**src/rtl/core/symbol_table_floor_and_name_lookup_assert.svh**
```systemverilog
// Assertion macros for the symbol table block.
// Both macros expect clk and rst in scope.
`ifndef SYMBOL_TABLE_FLOOR_AND_NAME_LOOKUP_ASSERT_SVH
`define SYMBOL_TABLE_FLOOR_AND_NAME_LOOKUP_ASSERT_SVH
`ifndef SYNTHESIS
`define STFNL_ASSERT(label, prop, msg) \
  label: assert property (@(posedge clk) disable iff (rst) (prop)) else $error(msg);
`define STFNL_NEVER(label, cond, msg) \
  label: assert property (@(posedge clk) disable iff (rst) !(cond)) else $error(msg);
`else
`define STFNL_ASSERT(label, prop, msg)
`define STFNL_NEVER(label, cond, msg)
`endif
`endif

```
**src/rtl/core/symtab_ram.sv**
```systemverilog
module symtab_ram #(
  parameter int WIDTH = 8,
  parameter int DEPTH = 16
) (
  input  logic                     clk,
  input  logic                     we,
  input  logic [$clog2(DEPTH)-1:0] addr,
  input  logic [WIDTH-1:0]         wdata,
  output logic [WIDTH-1:0]         rdata
);

  logic [WIDTH-1:0] mem [DEPTH];

  // single port, registered read
  always_ff @(posedge clk) begin
    if (we) begin
      mem[addr] <= wdata;
    end
    rdata <= mem[addr];
  end

endmodule

```
**config.mk**
```make
export PLATFORM = sky130hd
export DESIGN_NAME = symtab_ram
export DESIGN_NICKNAME = d
export VERILOG_FILES = /design/src/rtl/core/symbol_table_floor_and_name_lookup_assert.svh /design/src/rtl/core/symtab_ram.sv
export SDC_FILE = /design/constraint.sdc
export NUM_CORES = 1
export LEC_CHECK = 0
export BUFFER_PORTS_ARGS = -buffer_cell sky130_fd_sc_hd__buf_2
export CAP_MARGIN = 20
export CORE_MARGIN = 8
export CORE_UTILIZATION = 48
export CTS_CLUSTER_SIZE = 12
export DETAILED_ROUTE_END_ITERATION = 8
export GPL_TIMING_DRIVEN = 0
export HOLD_SLACK_MARGIN = 0.05
export SLEW_MARGIN = 20
export SYNTH_ARGS = -nofsm -noshare
export SYNTH_HDL_FRONTEND = slang
export SYNTH_SLANG_ARGS = --single-unit
```
**constraint.sdc**
```tcl
create_clock -name clk -period 2 [get_ports clk]
set_clock_uncertainty 0.2 [all_clocks]
set_input_delay 0.1 -clock clk [delete_from_list [all_inputs] [get_ports clk]]
set_output_delay 0.1 -clock clk [all_outputs]
set_load 0.005 [all_outputs]
```
==> impl_metrics.toml <==
[run_status]
status = "completed"

[timing]
holdWs_ns = 0.0220
setup_ws_ns = 0.0413
worst_pin_slew_ns = 0.797
slew_headroom_pct = 46.7
fmax_mhz = 511
min_period_ns = 1.96
post-route-period-util_pct = 97.9
final_max_slew_viol_count = 0
setup_violations = 0
rsz0062_at_grt = "no"
hold_violations = 0

[global_route]
grt_pass1_vias = 2482
grt_use_total_pct = 15.0
grt_pass1_wl_um = 15100
grt_overflow = 0
antenna_found_initial = 0
grt_start_max_net_pins = 17

[yosys]
syn-num-nets = 244
yosysWarnings = 0
synth_cells = 230
muxShareOfSynthArea_pct = 14.2
ys_ff_latch = 136
seq_area_frac_synth_pct = 79.0
syn_area_um2 = 5070
synthXorXnorAreaFrac_pct = 0
avgSynthCellArea_um2 = 22.0
synth_compound_area_share_pct = 2.37
yosys.area_share.simple_pct = 3.21
synth_cell_type_count = 18
synth_top_family_by_area = "multiplexers"
synthAdderAreaFrac_pct = 0

[pwr]
power.internal_mw = 5.37
power_density_nw_per_um2 = 1090
power_leakage_nw = 2.01
share_comb_of_total_power_pct = 4.9
p_sw_mw = 1.32
vdd_drop_max_mv = 0.431
p_seq_share_pct = 47.8
swShare_pct = 19.7
clockPowerShare_pct = 47.2
fin_total_pwr_mw = 6.69

[final_layout]
finalNonFillerCells = 434
num_antenna_cells = 0
final_area_um2 = 6130
layout.nets = 299
syn2layout_area_growth_pct = 21.0
fill_cells = 763
drive_gt1_share_pct = 30.9

[critical_path]
worstSetupStartpointType = "primary input"
crit_end = "mem[2][2]"
r2r-end = "rdata[2]"
worstSetupEndpointType = "flip-flop"
r2r_slack_ns = 0.36
worstPathArrival_ns = 1.90
critPathRequiredTime_ns = 1.94
reg2reg_from = "mem[6][2]"
worstRegToRegCells = 3
critPathLaunch = "we"
critPathKind = "primary input to flip-flop"
cp_max_fo = 8

[route]
wire_per_inst_um = 23.0
dr_total_vias = 2421
wl_um = 10000
drc_errors = 0
drtAntennaViolNets = 0
drt_first_iter_violations = 263
drt-pass1-iter-count = 4
via_per_inst = 5.58

[die]
fp.dieW_um = 119
dieArea_um2 = 14100
core_um2 = 10300
initial_core_util_pct = 49.3
rows = 37
die_y_um = 119
ios = 22

[place]
gp_congestion = 0.746
numPortBuffers = 19
dpl.cell_count = 385
dpl.hpwl_um = 6200
place_area_um2 = 5350
pre_cts_ws_ns = -0.465

[clock_network]
clock_latency_ns = 0.52
post_cts_buffers = 0
cts_root_buf = "clkbuf_8"
ctsHoldBuffers = 16
cts_sinks = 136
htreeDepth = 4
cts.path.max_buffers = 2
cts_inserted_buffers = 17
tritoncts = "done"
path_clk_slew_ns = 0.06
cts_resized = 0

[min_path]
hold_path_depth = 3
hold_class = "primary input to flip-flop"
min_from = "addr[3]"

[run]
maxCapViolCount = 0
synth_stat cells, drive strengths merged:
| cell | number | area (um2) |
|---|---|---|
| edfxtp | 128 | 3840 |
| or3b | 1 | 8.76 |
| nor2 | 13 | 48.8 |
| nand2 | 9 | 33.8 |
| and2 | 1 | 6.26 |
| clkbuf | 3 | 12.5 |
| nor3 | 4 | 20.0 |
| mux4 | 32 | 721 |
| nand3 | 1 | 5.00 |
| a22oi | 16 | 120 |
| dfxtp | 8 | 160 |
| nand3b | 2 | 15.0 |
| buf | 8 | 47.5 |
| nand2b | 2 | 12.5 |
| nor2b | 2 | 12.5 |
cell type report:
cell class | count | area, um2 | area share (%)
sequential | 136 | 4000 | 65.3
tap | 136 | 170 | 2.77
clock buffer | 19 | 432 | 7.04
clock inverter | 13 | 178 | 2.90
timing repair buffer | 36 | 265 | 4.33
buffer | 11 | 60.1 | 0.979
multi-input combinational | 83 | 1020 | 16.7
cell families (layout without fill, tap and decap cells):
| family | count (synthesis) | count (layout) |
|---|---|---|
| flip-flops | 136 | 136 |
| AND/OR/NAND/NOR | 35 | 35 |
| multiplexers | 32 | 32 |
| buffers and inverters | 11 | 79 |
| AO/OA/AOI/OAI | 16 | 16 |
power groups by stage:
stage	logic [mW]	clock network [mW]	registers, mW
2_1_floorplan	0.164	0	3.26
3_3_place_gp	0.296	0	3.26
3_5_place_dp	0.304	0	3.26
4_1_cts	0.331	3.19	3.20
5_1_grt	0.355	3.32	3.21
6_report	0.329	3.16	3.20
layout by cell type (no fill, tap or decap), types with 5 or more instances in the layout:
| cell type | count |
|---|---|
| a22oi_1 | 16 |
| buf_2 | 21 |
| clkbuf_16 | 16 |
| clkinvlp_4 | 5 |
| dfxtp_1 | 8 |
| dlygate4sd3_1 | 17 |
| edfxtp_1 | 128 |
| mux4_2 | 32 |
| nand2_1 | 9 |
| nor2_1 | 13 |
registers in the layout, summed over array words and instances (netlist names):
name	count
rdata	8
mem	128
critical path, cell delays in order:
cell and delay [ns]:
dlygate4sd3_1 0.52, buf_2 0.14, or3b_2 0.50, nor2_1 0.63
stage by stage:
stage / util [%] / setup TNS, ns
final: 59.7 / 0
after detailed placement: 52.1 / -33.41
after global placement: 51.9 / -35.48
after global routing: 59.7 / 0
after floorplan: - / 0
after CTS: 59.6 / 0
metal layers:
layer / routed length (um) / GRT usage (%)
met5: 0 / 0
met4: 224 / 7.83
met3: 463 / 3.43
met2: 4880 / 23.1
met1: 4430 / 19.6
how the worst min path moves through the flow:
stage	slack, ns	end
finish	0.02	mem[12][7]
global route	0.05	mem[12][7]
CTS	-0.01	mem[12][3]
detailed placement	0.28	rdata[5]
global placement	0.28	rdata[1]
floorplan	-0.001	mem[0][0]
No activity file was read; power rests on OpenSTA's default activity.
