$ cat src/rtl/core/symbol_table_floor_and_name_lookup_assert.svh
// Assertion macros for the symbol table block.
// Both macros expect clk and rst in scope.
`ifndef SYMBOL_TABLE_FLOOR_AND_NAME_LOOKUP_ASSERT_SVH
`define SYMBOL_TABLE_FLOOR_AND_NAME_LOOKUP_ASSERT_SVH
`ifndef SYNTHESIS
`define STFNL_ASSERT(label, prop, msg) \
  label: assert property (@(posedge clk) disable iff (rst) (prop)) else $error(msg);
`define STFNL_NEVER(label, cond, msg) \
  label: assert property (@(posedge clk) disable iff (rst) !(cond)) else $error(msg);
`else
`define STFNL_ASSERT(label, prop, msg)
`define STFNL_NEVER(label, cond, msg)
`endif
`endif

$ cat src/rtl/core/symtab_pkg.sv
package symtab_pkg;

  localparam int TABLE_DEPTH = 1024;
  localparam int IDX_W       = $clog2(TABLE_DEPTH);
  localparam int CNT_W       = $clog2(TABLE_DEPTH + 1);
  localparam int OUT_IDX_W   = 10;
  localparam int NAME_BYTES  = 8;
  localparam int NAME_W      = 8 * NAME_BYTES;
  localparam int VALUE_W     = 32;
  localparam int SECT_W      = 16;
  localparam int CLASS_W     = 8;
  localparam int OP_W        = 2;
  localparam int STATUS_W    = 2;
  localparam int S_TDATA_W   = 248;
  localparam int M_TDATA_W   = 64;
  localparam int M_PAD_W     = M_TDATA_W - OUT_IDX_W - VALUE_W - SECT_W;
  localparam logic [CLASS_W-1:0] EXT_CLASS_RESET = 8'd2;

  typedef enum logic [OP_W-1:0] {
    OP_CLEAR     = 2'd0,
    OP_APPEND    = 2'd1,
    OP_ADDR_FIND = 2'd2,
    OP_NAME_FIND = 2'd3
  } op_t;

  typedef enum logic [STATUS_W-1:0] {
    STS_OK        = 2'd0,
    STS_NOT_FOUND = 2'd1,
    STS_FULL      = 2'd2
  } status_t;

  // one stored symbol
  typedef struct packed {
    logic [NAME_W-1:0]  name;
    logic [VALUE_W-1:0] value;
    logic [SECT_W-1:0]  section;
    logic [CLASS_W-1:0] sclass;
  } entry_t;

  localparam int ENTRY_W = $bits(entry_t);

  // search arguments held for the whole scan
  typedef struct packed {
    logic [VALUE_W-1:0] address;
    logic [SECT_W-1:0]  sec_one;
    logic [SECT_W-1:0]  sec_two;
    logic [NAME_W-1:0]  name;
  } query_t;

  typedef struct packed {
    logic addr_hit;
    logic name_hit;
  } match_t;

  // names match up to and including the first NUL of the stored name
  function automatic logic names_equal(logic [NAME_W-1:0] a, logic [NAME_W-1:0] b);
    logic eq;
    logic live;
    eq   = 1'b1;
    live = 1'b1;
    for (int i = 0; i < NAME_BYTES; i++) begin
      if (live) begin
        if (a[8*i +: 8] != b[8*i +: 8]) begin
          eq   = 1'b0;
          live = 1'b0;
        end else if (a[8*i +: 8] == 8'd0) begin
          live = 1'b0;
        end
      end
    end
    return eq;
  endfunction

endpackage

$ cat src/rtl/core/symtab_match.sv
module symtab_match (
  input  symtab_pkg::entry_t               entry,
  input  symtab_pkg::query_t               query,
  input  logic [symtab_pkg::CLASS_W-1:0]   ext_class,
  input  logic [symtab_pkg::VALUE_W-1:0]   best_value,
  output symtab_pkg::match_t               hit
);
  import symtab_pkg::*;

  logic is_ext;
  logic sect_ok;

  // entry qualification against one search
  assign is_ext  = (entry.sclass == ext_class);
  assign sect_ok = (entry.section == query.sec_one) || (entry.section == query.sec_two);

  // strict greater-than keeps the first entry among equal values
  assign hit.addr_hit = is_ext && sect_ok && (entry.value <= query.address) &&
                        (entry.value > best_value);
  assign hit.name_hit = is_ext && names_equal(entry.name, query.name);

endmodule

$ cat config.mk
export PLATFORM = sky130hd
export DESIGN_NAME = symtab_match
export DESIGN_NICKNAME = d
export VERILOG_FILES = /design/src/rtl/core/symbol_table_floor_and_name_lookup_assert.svh /design/src/rtl/core/symtab_pkg.sv /design/src/rtl/core/symtab_match.sv
export SDC_FILE = /design/constraint.sdc
export NUM_CORES = 1
export LEC_CHECK = 0
export BUFFER_PORTS_ARGS = -buffer_cell sky130_fd_sc_hd__buf_2
export CORE_AREA = 2 2 113 115
export DETAILED_ROUTE_END_ITERATION = 10
export DIE_AREA = 0 0 115 117
export PLACE_DENSITY = 0.65
export SLEW_MARGIN = 20
export SYNTH_ARGS = -nofsm -noshare
export SYNTH_HDL_FRONTEND = slang
export SYNTH_SLANG_ARGS = --single-unit
$ cat constraint.sdc
create_clock -name vclk -period 6.1
set_input_delay 1.22 -clock vclk [all_inputs]
set_output_delay 1.22 -clock vclk [all_outputs]
set_load 0.02 [all_outputs]
==> results of run 1 <==
power groups by stage:
stage               Sequential (µW)  Combinational (µW)  Clock, µW
floorplan                         0                 130          0
detailed placement                0                 276          0
global route                      0                 311          0
CTS                               0                 277          0
finish                            0                 274          0
global placement                  0                 273          0
worst max-delay path: stages:
cell	delay [ns]
buf_2	0.12
ha_1	0.32
nand4_1	0.15
nor4_1	0.49
o21ai_0	0.18
o211ai_1	0.16
a21oi_1	0.11
a211oi_2	0.16
buf_2	0.20
logic make-up (layout without fill, tap and decap cells):
kind of cell | after synthesis | after routing | share of synthesized area [%]
AO/OA/AOI/OAI | 62 | 62 | 13.46
buffers and inverters | 65 | 355 | 8.383
XOR/XNOR | 104 | 104 | 31.30
AND/OR/NAND/NOR | 103 | 103 | 19.35
adder cells (fa/ha/maj) | 64 | 64 | 27.52
cell type report:
type	instances	share of cell area, %
well taps	150	4.125
inverters	65	5.363
multi-input cells	333	58.61
repair buffers	290	31.90
per-layer routing:
layer,wire (µm),share of wire [%]
met1,4511,39
met3,775,6.6
met2,6303,54
met4,118,1.0
met5,0,0
stage by stage:
step / instances / power (µW)
6_report: 838 / 274.2
5_1_grt: 838 / 311.0
4_1_cts: 838 / 277.3
3_5_place_dp: 838 / 275.6
3_3_place_gp: 838 / 272.7
2_1_floorplan: 398 / 130.2
layout by cell type, fill, tap and decap left out:
master	n
nor2_1	8
buf_2	290
a21oi_2	1
o211ai_1	5
nand3b_1	1
a2111o_1	1
or4_1	2
a21oi_1	26
xnor2_1	32
o31ai_1	1
a22oi_1	1
nor4_1	35
o211a_1	1
nor2b_1	4
a21o_1	7
nand3_1	2
xor2_1	72
a211o_1	1
ha_1	64
nand4_1	23
a221oi_2	1
o21ai_0	12
a211oi_2	1
a211oi_1	4
nor3_1	2
and4_1	1
nand2_1	25
inv_1	65
path summary, 6_finish.rpt:
check                    end  cells past startpoint      start  slack, ns
worst max-delay path  hit[1]                      9  entry[35]       1.78
worst min-delay path  hit[0]                      7  query[32]       2.99
==> qor.txt, run 1 <==
result of the run: finished, final reports clean
final sequential cell count: 0
count of yosys warnings during synthesis: 0
total global routing overflow: 0
quantity of hold-fixing buffers added after cts: 0
die boundary width: 115 µm
maximum number of pins on one net before global-route repair: 5
Avg WL per Cell: 13.97 µm
worst-case vdd ir drop: 32.79 µV
number of nets in the finished design: 1042
antenna violations before repair: 0
sequential standard cell area: 0 µm²
relative contribution of sequential cells to total power: 0%
number of endpoints with negative hold slack in the final report: 0
Top-Level Pins: 290
signal arrival time at the worst endpoint: 3.10 ns
portion of the clock cycle consumed by the worst path in the final layout: 70.81%
transition at the pin with the smallest max-transition slack: 0.5299 ns
synthesized instance count: 398
worst min-delay path class: input port to output pin
met3 track utilization from global routing: 2.420%
start-to-end type of the worst setup path: input port to output pin
routing usage on met2: 33.33%
count of antenna-violating nets left after detailed routing: 0
post-detailed-placement cell area: 0.004549 mm²
Post CTS Setup Buffer Count: 0
most area-consuming cells after synthesis: ha_1 (28%), xor2_1 (22%), xnor2_1 (9.6%)
Max Cap Violations: 0
effective utilization at floorplan: 23.64%
total number of vias: 3772
max frequency: 231.5 MHz
overall routed net length: 11.71 mm
power per unit of standard cell area: 60.27 mW/mm²
first-pass GRT wire length: 17.19 mm
library cell with the largest summed area after synthesis: ha_1
global-route usage over all layers: 15.92%
final non-filler cell area: 0.004549 mm²
met1 routing resource usage after global routing: 17.15%
half-perimeter wire length of the detailed placement result: 11.38 mm
Placeable Area: 0.01231 mm²
antenna cell count: 0
area of the mapped netlist: 0.002910 mm²
crit-path max FO: 3
DRC: 0
Max Slew Vio Count: 0
endpoint class of the critical path: output pin
final setup slack of the worst path: 1.781 ns
setup slack at placement: 1.708 ns
number of port buffers: 290
via count of the first global-routing pass: 3831
switching part of the total power: 46.74%
P_sw: 128.2 µW
mean instance size in the synthesized netlist: 7.312 µm²
nets in the synthesized netlist: 750
post-synthesis cell type count: 27
final core utilization: 36.95%
Die Y: 117 µm
count of endpoints failing setup in the final report: 0
clock network fraction of total power: 0%
share of the yosys chip area belonging to registers: 0%
DRT Pass-1 Iters: 4
commonest cells in the netlist: xor2_1 (72), inv_1 (65), ha_1 (64)
unrepaired setup endpoints after global routing: false
number of DRC markers in iteration 0: 90
total area of multi-input combinational cells: 0.002666 mm²
time the final worst path needs with I/O delays and setup: 4.319 ns
proportion of power drawn by combinational gates: 100.0%
Filler Cells Inserted: 1349
Hold Slack: 2.994 ns
Post-Route Setup TNS: 0 ns
Rows: 41
kind of launch point of the worst setup path: input port
signed area change from the synthesized netlist to the final layout: 56.32%
clock buf count: 0
weighted congestion at the end of routability-driven global placement: 0.9124
Resize count post-CTS: 0
P_int: 146.0 µW
most heavily used metal layer in global routing: met2
proportion of layout cells with a drive suffix above 1: 42.59%
worst-case headroom to the max-slew limit: 64.35%
most used standard cell by instance count after synthesis: xor2_1
reported leakage power: 0.002606 µW
required time of the critical path: 4.88 ns
Yosys top cell area share: 27.52%
Die ar.: 0.01346 mm²
via-per-instance ratio: 4.501
(Power assumes the default switching activity.)
==> run 2: changes to the inputs <==
Settings changed: CORE_AREA 2 2 113 115 to 2 2 111 113, DIE_AREA 0 0 115 117 to 0 0 113 115, PLACE_DENSITY 0.65 to 0.67.
Clock period 6.1 ns to 4.3 ns, I/O delays scaled along.
==> qor.txt, run 2 (synthesis results as in run 1) <==
final non-filler cell total: 835
switching part of the total power: 46.13%
relative contribution of sequential cells to total power: 0%
total power after layout: 383.8 µW
maximum number of pins on one net before global-route repair: 5
proportion of layout cells with a drive suffix above 1: 42.59%
required time of the critical path: 3.44 ns
Rows: 40
hold-critical path depth: 7
worst min-delay path class: input port to output pin
worst-case vdd ir drop: 46.30 µV
Filler Cells Inserted: 1286
Cell Chain, Critical Path: buf_2, ha_1, nand4_1, nor4_1, o21ai_0, o211ai_1, a21oi_1, a211oi_2, buf_2
met2 wire len: 5.874 mm
quantity of hold-fixing buffers added after cts: 0
power per unit of standard cell area: 84.42 mW/mm²
met3 routed wirelength: 949 µm
count of antenna-violating nets left after detailed routing: 0
clock network fraction of total power: 0%
DRC: 13
signed area change from the synthesized netlist to the final layout: 56.19%
number of DRC markers in iteration 0: 88
die boundary width: 113 µm
via count of the first global-routing pass: 3921
most common library cell in the layout ignoring fill and taps: buf_2
portion of the clock cycle consumed by the worst path in the final layout: 85.32%
endpoint class of the critical path: output pin
start-to-end type of the worst setup path: input port to output pin
first-pass GRT wire length: 16.68 mm
max frequency: 272.6 MHz
uppermost layer routed: met4
Placeable Area: 0.01181 mm²
length of routed wiring on met1: 4.012 mm
number of port buffers: 290
crit-path max FO: 3
antenna cell count: 0
final sequential cell count: 0
CP most frequent cell: buf_2
global-route usage over all layers: 15.44%
proportion of power drawn by combinational gates: 100.0%
standard cell with the maximum stage delay on the critical path: nor4_1
Max Cap Violations: 0
signal arrival time at the worst endpoint: 2.81 ns
antenna violations before repair: 0
P_int: 206.7 µW
Die ar.: 0.01300 mm²
count of endpoints failing setup in the final report: 0
Max Slew Vio Count: 0
weighted congestion at the end of routability-driven global placement: 0.8744
number of nets in the finished design: 1042
most used cells in the layout excluding fill and tap cells: buf_2 (290), xor2_1 (72), inv_1 (65)
Top-Level Pins: 290
kind of launch point of the worst setup path: input port
cell count after placement: 835
time the final worst path needs with I/O delays and setup: 3.669 ns
Post-Route Setup TNS: 0 ns
number of endpoints with negative hold slack in the final report: 0
reported leakage power: 0.002606 µW
Die Y: 115 µm
total number of vias: 3743
result of the run: complete, but fails checks
overall routed net length: 10.86 mm
Avg WL per Cell: 13.01 µm
Worst path max stage delay: 0.51 ns
Post CTS Setup Buffer Count: 0
DRT Pass-1 Iters: 7
sequential standard cell area: 0 µm²
worst-case headroom to the max-slew limit: 62.50%
via-per-instance ratio: 4.483
unrepaired setup endpoints after global routing: false
transition at the pin with the smallest max-transition slack: 0.5573 ns
P_sw: 177.0 µW
violated checks: DRC
Resize count post-CTS: 0
total global routing overflow: 0
half-perimeter wire length of the detailed placement result: 10.55 mm
clock buf count: 0
effective utilization at floorplan: 24.64%
-- run 2: cell counts in the layout (fill, tap and decap cells not counted) --
Identical to the previous run, type by type.
-- run 2: power groups by stage --
stage          sequential [µW]  clock [µW]  combinational [µW]
5_1_grt                      0           0                 435
2_1_floorplan                0           0                 185
3_3_place_gp                 0           0                 384
3_5_place_dp                 0           0                 386
6_report                     0           0                 384
4_1_cts                      0           0                 387
-- run 2: critical path, delay by kind of cell --
kind	cells	cell delay, ns
simple gates	2	0.66
compound gates	4	0.66
fa+ha+maj	1	0.31
buf+inv	2	0.31
-- run 2: final timing paths --
kind	startpoint	to	slack [ns]
min	query[32]	hit[0]	2.28
max	entry[35]	hit[1]	0.63
-- run 2: area by class of cell --
cell class         count  area (µm²)  area share, %
repair buffers       290        1451          31.93
inverters             65       244.0          5.367
multi-input cells    333        2666          58.66
well taps            147       183.9          4.046
-- run 2: layer usage --
layer	vias up	GRT usage, %
met3	2	3.426
met1	1607	16.15
li1	1989	-
met2	145	32.53
met4	0	0.7317
met5	-	0
-- run 2: stage by stage --
stage	cell area (µm²)	utilization [%]	setup slack, ns	hold WS, ns
after CTS	4546	38.49	0.5597	2.306
after global routing	4546	38.49	0.5088	2.341
after global placement	4546	38.49	0.5838	2.296
after floorplan	2910	-	1.006	2.024
after detailed placement	4546	38.49	0.5696	2.303
final	4546	38.49	0.6310	2.280
